[src/design/lkc_pkg.sv]
`default_nettype none

package lkc_pkg;

    // Geometry
    localparam int ENTRIES    = 128;
    localparam int HIT_W      = 32;
    localparam int SLOT_W     = (ENTRIES > 1) ? $clog2(ENTRIES) : 1;
    localparam int CNT_W      = $clog2(ENTRIES + 1);
    localparam int KEY_W      = 64;
    localparam int DATA_W     = 64;
    localparam int SLOT_OUT_W = 7;
    localparam int BONUS_W    = 8;

    localparam logic [BONUS_W-1:0] BONUS_RESET = BONUS_W'(5);
    localparam logic [HIT_W-1:0]   INSERT_HITS = HIT_W'(1);

    // Opcodes
    localparam logic OP_LOOKUP = 1'b0;
    localparam logic OP_INSERT = 1'b1;

    typedef struct packed {
        logic                     opcode;
        logic signed [KEY_W-1:0]  search_key;
        logic                     any_key;
        logic        [DATA_W-1:0] entry_data;
    } t_in;

    typedef struct packed {
        logic                  hit;
        logic [SLOT_OUT_W-1:0] slot_index;
        logic [DATA_W-1:0]     found_data;
        logic                  evicted;
        logic [DATA_W-1:0]     evicted_data;
    } t_out;

    // Request fields broadcast to every cell while a scan runs
    typedef struct packed {
        logic             opcode;
        logic             any_key;
        logic [KEY_W-1:0] key;
    } t_req;

    // Scan token handed from cell to cell. For a lookup, found marks the
    // first match; for an insert it marks that a minimum has been seeded.
    typedef struct packed {
        logic              valid;
        logic              found;
        logic [HIT_W-1:0]  hits;
        logic [SLOT_W-1:0] idx;
        logic [DATA_W-1:0] data;
    } t_token;

    // Slot write broadcast
    typedef struct packed {
        logic              en;
        logic [SLOT_W-1:0] idx;
        logic [KEY_W-1:0]  key;
        logic [DATA_W-1:0] data;
        logic [HIT_W-1:0]  hits;
    } t_wr;

endpackage

`default_nettype wire

[src/design/lkc_cell.sv]
`default_nettype none

module lkc_cell
    import lkc_pkg::*;
(
    input  wire               i_clk,
    input  wire               i_rst_n,
    input  wire  [SLOT_W-1:0] i_cell_idx,
    input  wire  [CNT_W-1:0]  i_count,
    input  t_req              i_req,
    input  t_wr               i_wr,
    input  t_token            i_tok,
    output t_token            o_tok
);

    logic [KEY_W-1:0]  r_key;
    logic [DATA_W-1:0] r_data;
    logic [HIT_W-1:0]  r_hits;
    t_token            r_tok;
    t_token            n_tok;
    logic              filled;
    logic              match;
    logic              bump;

    always_comb begin
        filled = CNT_W'(i_cell_idx) < i_count;
        match  = filled && (i_req.any_key || (r_key == i_req.key));
        n_tok  = i_tok;
        bump   = 1'b0;
        if (i_tok.valid) begin
            if (i_req.opcode == OP_LOOKUP) begin
                // first match claims the token
                if (!i_tok.found && match) begin
                    n_tok.found = 1'b1;
                    n_tok.idx   = i_cell_idx;
                    n_tok.data  = r_data;
                    bump        = 1'b1;
                end
            end else begin
                // strict less-than keeps the lowest index among equal minima
                if (filled && (!i_tok.found || (r_hits < i_tok.hits))) begin
                    n_tok.found = 1'b1;
                    n_tok.hits  = r_hits;
                    n_tok.idx   = i_cell_idx;
                    n_tok.data  = r_data;
                end
            end
        end
    end

    always_ff @(posedge i_clk) begin
        if (!i_rst_n) begin
            r_tok.valid <= 1'b0;
        end else begin
            r_tok.valid <= n_tok.valid;
        end
        r_tok.found <= n_tok.found;
        r_tok.hits  <= n_tok.hits;
        r_tok.idx   <= n_tok.idx;
        r_tok.data  <= n_tok.data;
    end

    always_ff @(posedge i_clk) begin
        if (i_wr.en && (i_wr.idx == i_cell_idx)) begin
            r_key  <= i_wr.key;
            r_data <= i_wr.data;
            r_hits <= i_wr.hits;
        end else if (bump && (r_hits != {HIT_W{1'b1}})) begin
            r_hits <= r_hits + HIT_W'(1);
        end
    end

    assign o_tok = r_tok;

endmodule

`default_nettype wire

[config.mk]
export PLATFORM = sky130hd
export DESIGN_NAME = lkc_cell
export DESIGN_NICKNAME = d
export VERILOG_FILES = /design/src/design/lkc_pkg.sv /design/src/design/lkc_cell.sv
export SDC_FILE = /design/constraint.sdc
export NUM_CORES = 1
export LEC_CHECK = 0
export BUFFER_PORTS_ARGS = -buffer_cell sky130_fd_sc_hd__buf_2
export CAP_MARGIN = 25
export CORE_AREA = 2 2 180 182
export DETAILED_ROUTE_END_ITERATION = 16
export DIE_AREA = 0 0 182 184
export GPL_TIMING_DRIVEN = 0
export PLACE_DENSITY = 0.69
export SETUP_SLACK_MARGIN = 0.3
export SYNTH_ARGS = -nofsm -noshare
export SYNTH_HDL_FRONTEND = slang
export SYNTH_SLANG_ARGS = --single-unit
[constraint.sdc]
create_clock -name i_clk -period 8.4 [get_ports i_clk]
set_input_delay 2.52 -clock i_clk [delete_from_list [all_inputs] [get_ports i_clk]]
set_output_delay 2.52 -clock i_clk [all_outputs]
set_load 0.02 [all_outputs]
# Yosys cells after proc, flatten, opt, wreduce, memory -nomap -nowiden
# Index checks and enable logic that the tools add are counted.
word_totals:
  out_inout_bits: 105
  inputBits: 356
  word_cells: 35
  register_bits: 265
classes:
  order_cmp: 2
  eq_ne: 3
  n_addsub: 1
  n_reduce_logical: 9
  n_mux: 12
op_table:
  columns: ["op", "n"]
  rows:
  - ["two-way mux 104 bit", 2]
  - ["two-way mux 71 bit", 2]
  - ["two-way mux 32 bit", 3]
  - ["== test 64 bit", 1]
  - ["adder 32 x 1 -> 32 bit (second input constant)", 1]
  - ["< comparator 32 bit", 1]
  - ["inequality test 32 bit (second input constant)", 1]
  - ["< comparator 7 x 8 -> 1 bit", 1]
  - ["== test 7 bit", 1]
  - ["logical AND 1 bit", 5]
  - ["two-way mux 1 bit", 5]
  - ["logical OR 1 bit", 2]
  - ["nonzero test 2 bit", 1]
  - ["logical NOT 1 bit", 1]

# Logic depth before layout (Yosys ltp)
depth:
  depth_word: 10
  depth_mapped: 10

# Worst setup path after synthesis
# Ideal clock, no wire load.
synth_path:
  kind: "input -> register"
  startpoint: "input port i_wr[160] (netlist name)"
  endpoint: "register r_hits[0] (enable)"
  stages: 5
  path_buffers: 1
  t_arrival_ns: 7.609
  path_slack_ns: 0.403
  cell_sequence: "xnor2_1 -> nand4_1 -> nor2_1 -> clkbuf_1 -> a21o_1"
synth_between:
  elab_chain_cells: 3
synth_rtl:
  columns: ["element", "line", "source"]
  rows:
  - ["start: declaration", "lkc_cell.sv:11", "input t_wr i_wr,"]
  - ["== test 7 bit", "lkc_cell.sv:64", "if (i_wr.en && (i_wr.idx == i_cell_idx)) begin"]
  - ["logical AND 1 bit", "lkc_cell.sv:64", null]
  - ["nonzero test 2 bit (no line)", null, null]
  - ["end signal: assignment", "lkc_cell.sv:67", "r_hits <= i_wr.hits;"]
  - ["end signal: assignment", "lkc_cell.sv:69", "r_hits <= r_hits + HIT_W'(1);"]
  - ["end: declaration", "lkc_cell.sv:18", "logic [HIT_W-1:0] r_hits;"]
# No other way between the ends.
# A chain may end at the register's enable or synchronous reset.

# Worst setup path in the final report
layout_path:
  startpoint: "input port i_req[10] (netlist name)"
  endpoint: "register r_hits[5] (enable)"
layout_between:
  elab_chain_cells: 9
layout_rtl:
  columns: ["element", "line", "source"]
  rows:
  - ["start: declaration", "lkc_cell.sv:10", "input t_req i_req,"]
  - ["== test 64 bit", "lkc_cell.sv:27", "match = filled && (i_req.any_key || (r_key == i_req.key));"]
  - ["logical OR 1 bit", "lkc_cell.sv:27", null]
  - ["logical AND 1 bit", "lkc_cell.sv:27", null]
  - ["logical AND 1 bit", "lkc_cell.sv:33", "if (!i_tok.found && match) begin"]
  - ["two-way mux 1 bit", "lkc_cell.sv:33", null]
  - ["two-way mux 1 bit", "lkc_cell.sv:31", "if (i_req.opcode == OP_LOOKUP) begin"]
  - ["two-way mux 1 bit", "lkc_cell.sv:30", "if (i_tok.valid) begin"]
  - ["logical AND 1 bit", "lkc_cell.sv:68", "end else if (bump && (r_hits != {HIT_W{1'b1}})) begin"]
  - ["nonzero test 2 bit (no line)", null, null]
# No other way between the ends.

==> summary.md <==
| Metric | Value |
|---|---|
| Clock transition at the registers of the reported paths | about 0.06 ns |
| Share of layout cells above drive strength 1 | between 30 and 40% |
| Cell family with most CP delay | simple AND/OR/NAND/NOR gates |
| Setup TNS | 0 ns |
| Critical path class | in2reg |
| # fillers | between 2000 and 3000 |
| Design Power | approximately 3.3 mW |
| Initial core utilization | 39.8% |
| Post-CTS Resized | 0 |
| Routed len/inst | 20.8 um |
| WHS | 0.538 ns |
| HPWL Detailed | roughly 31000 um |
| Worst setup margin | around 2.9 ns |
| Hold-fix buffers, CTS | 0 |
| Top-area cell type share of the netlist area | 38.4% |
| Worst Max-Slew Pin Slew | approximately 0.93 ns |
| Internal reg-to-reg setup slack | around 4.6 ns |
| CTS Buf Count | 30 |
| Post-synth top flop | edfxtp_1 |
| Post-Layout Cell Count | 1974 |
| Htree depth | 1 |
| Rel. slew slack | 37.6% |
| Port bufs | 457 |
| Syn Inst Count | between 1000 and 1500 |
| Crit. End Element | register |
| Clock power share | a little over two fifths |
| Final cycle utilization of the critical path | around two thirds |
| Buf/Inv on CP | 3 |
| Synth cell count leaders | edfxtp_1 (160), inv_1 (116), dfxtp_1 (105) |
| Critical path arrival | about 5.8 ns |
| Die Area | approximately 33000 sq um |
| Die X | ~180 um |
| Largest net degree at the start of global routing | 61 |
| Critical Path Fanout Max | 19 |
| P_sw | approximately 0.85 mW |
| Max VDD drop | 155 uV |
| CTS Sinks | 265 |
| Register area share after synthesis | between 50 and 60% |
| Final instance area | between 15000 and 20000 sq um |
| Unrepaired setup endpoints after global routing | no |
| Antenna violations before repair | 11 |
| Top post-synthesis cells by area | edfxtp_1 (38%), dfxtp_1 (17%), xor2_1 (5.5%), o2111ai_1 (4.6%), nand4_1 (4.5%) |
| I/O pins | 461 |
| Crit start category | input port |
| Core Box Area | around 31000 sq um |
| Yosys cell types | 50 |
| Post-CTS setup buffer count | 0 |
| Slew Viols, Final | 0 |
| Yosys Warn Count | 0 |
| Average size of a mapped cell | around 12 sq um |
| Final setup violation count | 0 |
| Row count | between 60 and 70 |
| Place WS | 2.27 ns |
| Post-synth EDFFs | 160 |
| Gr ovfl total | 0 |
| Final hold violations | 0 |
| Critical path's slowest cell | nor4_4 |
| Final net count | 1934 |
| DRT iter0 DRCs | about 850 |
| Drt pass-1 iters | 5 |
| Ys async rst share | 0% |
| Worst path cell trace | buf_2 -> xor2_1 -> nor4_1 -> nand4_1 -> nor4_4 -> o211a_4 -> buf_4 -> a21o_1 -> buf_16 |
| Synthesized cell area | between 10000 and 15000 sq um |
| Register share of total power | between 40% and 50% |
| CP max stage delay | ~0.87 ns |
| Detailed Route WL | a little over 40000 um |
| Worst hold path class | reg2reg |
| Clk_lat worst skew | ~0.56 ns |
| Register bit total from synthesis | ~270 |
| Logic gate share of total power | approximately 14% |
| Number of global-route vias before repair | 10900 |
| Root Buffer | clkbuf_16 |
| Max Fclk | 181 MHz |
| Worst Skew | about 0.017 ns |
| Chip height | about 180 um |
| Max_cap viols | 0 |
| First-pass GRT wire length | 61600 um |
| CTS tree | yes |
| Synth area leader | edfxtp_1 |
| Int Pwr | approximately 2.5 mW |
| Dpl cells | about 1900 |
| Dpl cell area | approximately 15000 sq um |
| Area Growth Syn to Fin | 31.7% |
| Via Count | 10900 |
| DRT antenna net count | 0 |
| Total GRT Usage | approximately a quarter |
| Clock Tree Buf Depth | 3 |
| Final core area utilization | 52.5% |
| Gp weighted congestion | 0.895 |
| Status | finished clean |
| Worst Path Required | around 8.7 ns |
| Power Dens Cells | 202 nW/um^2 |
| Leak Pwr | around 7 nW |
| Switch share | between 20 and 30% |
| Crit path time final | ~5.5 ns |
| Routed vias/inst | roughly 5.5 |
| Most numerous cell in the Yosys netlist | edfxtp_1 |
| Residual DRC | 0 |
| Syn Nets | between 1000 and 1500 |
## power groups by stage
| stage | Clock [mW] | Combinational [mW] | Sequential [mW] |
|---|---|---|---|
| 3_3_place_gp | 0 | 0.452 | 1.49 |
| 2_1_floorplan | 0 | 0.183 | 1.56 |
| 3_5_place_dp | 0 | 0.463 | 1.49 |
| 4_1_cts | 1.43 | 0.466 | 1.46 |
| 5_1_grt | 1.48 | 0.502 | 1.47 |
| 6_report | 1.41 | 0.467 | 1.46 |
## flip-flops by register name, summed over array words and instances (netlist names)
register,flops
r_data,64
r_hits,32
r_key,64
o_tok,105
## final timing paths
path,startpoint,end,cells past startpoint
worst max-delay path,i_req[10],r_hits[5],9
worst min-delay path,r_data[10],o_tok[10],2
worst max register to register,r_key[10],r_hits[5],8
worst min register to register,r_data[10],o_tok[10],2
## routing by layer
metal  wire, um  up-vias  global-route usage [%]
met2      19500      591                    39.5
met1      16100     5165                    29.1
met3       3890      129                    6.10
met4       1610        8                    8.94
li1           -     4998                       -
met5         53        -                       0
## kinds of logic (layout without fill, tap and decap cells)
kind of cell    after synthesis  count (layout)  share of synthesized area (%)
flops                       265             265                           55.2
simple gates                208             208                           9.52
compound gates              207             207                           14.0
buf+inv                     193             710                           6.51
xor+xnor                    101             101                           7.07
fa+ha+maj                    38              38                           3.80
mux                          35              35                           3.90
other cells                   0               8                              0
## area by class of cell
type | count | area [sq um] | area share (%)
flip-flops and latches | 265 | 6910 | 41.9
diodes | 8 | 20.0 | 0.122
well taps | 402 | 503 | 3.05
plain buffers | 77 | 383 | 2.32
multi-input cells | 589 | 4790 | 29.1
repair buffers | 461 | 2380 | 14.4
clock inverters | 23 | 275 | 1.67
clock buffers | 33 | 783 | 4.76
inverters | 116 | 435 | 2.64
## layout by cell type, fill, tap and decap left out, types with 8 or more instances in the layout
cell       synthesis  layout
nand2_1           44      44
nand3_1           13      13
o311ai_2          11      11
buf_2              9     466
clkbuf_1          57      58
ha_1              38      38
inv_1            116     116
nor2_1            14      14
dfxtp_1          105     105
clkbuf_16          0      31
a21oi_1           12      12
o311ai_1          61      61
o2111ai_1         66      66
xor2_1            78      78
edfxtp_1         160     160
xnor2_1           23      23
clkinv_2           0       8
diode_2            0       8
nor4_1            18      18
mux2_4            26      26
o21ai_0           24      24
o21ai_1           11      11
nand4_1           90      90
## worst min-delay path, delay by kind of cell, from the launching register on
family / cells / cell delay (ns)
compound gates: 1 / 0.09
simple gates: 1 / 0.08
flops: 1 / 0.34
Note: power is estimated with default switching activity, not from simulation.
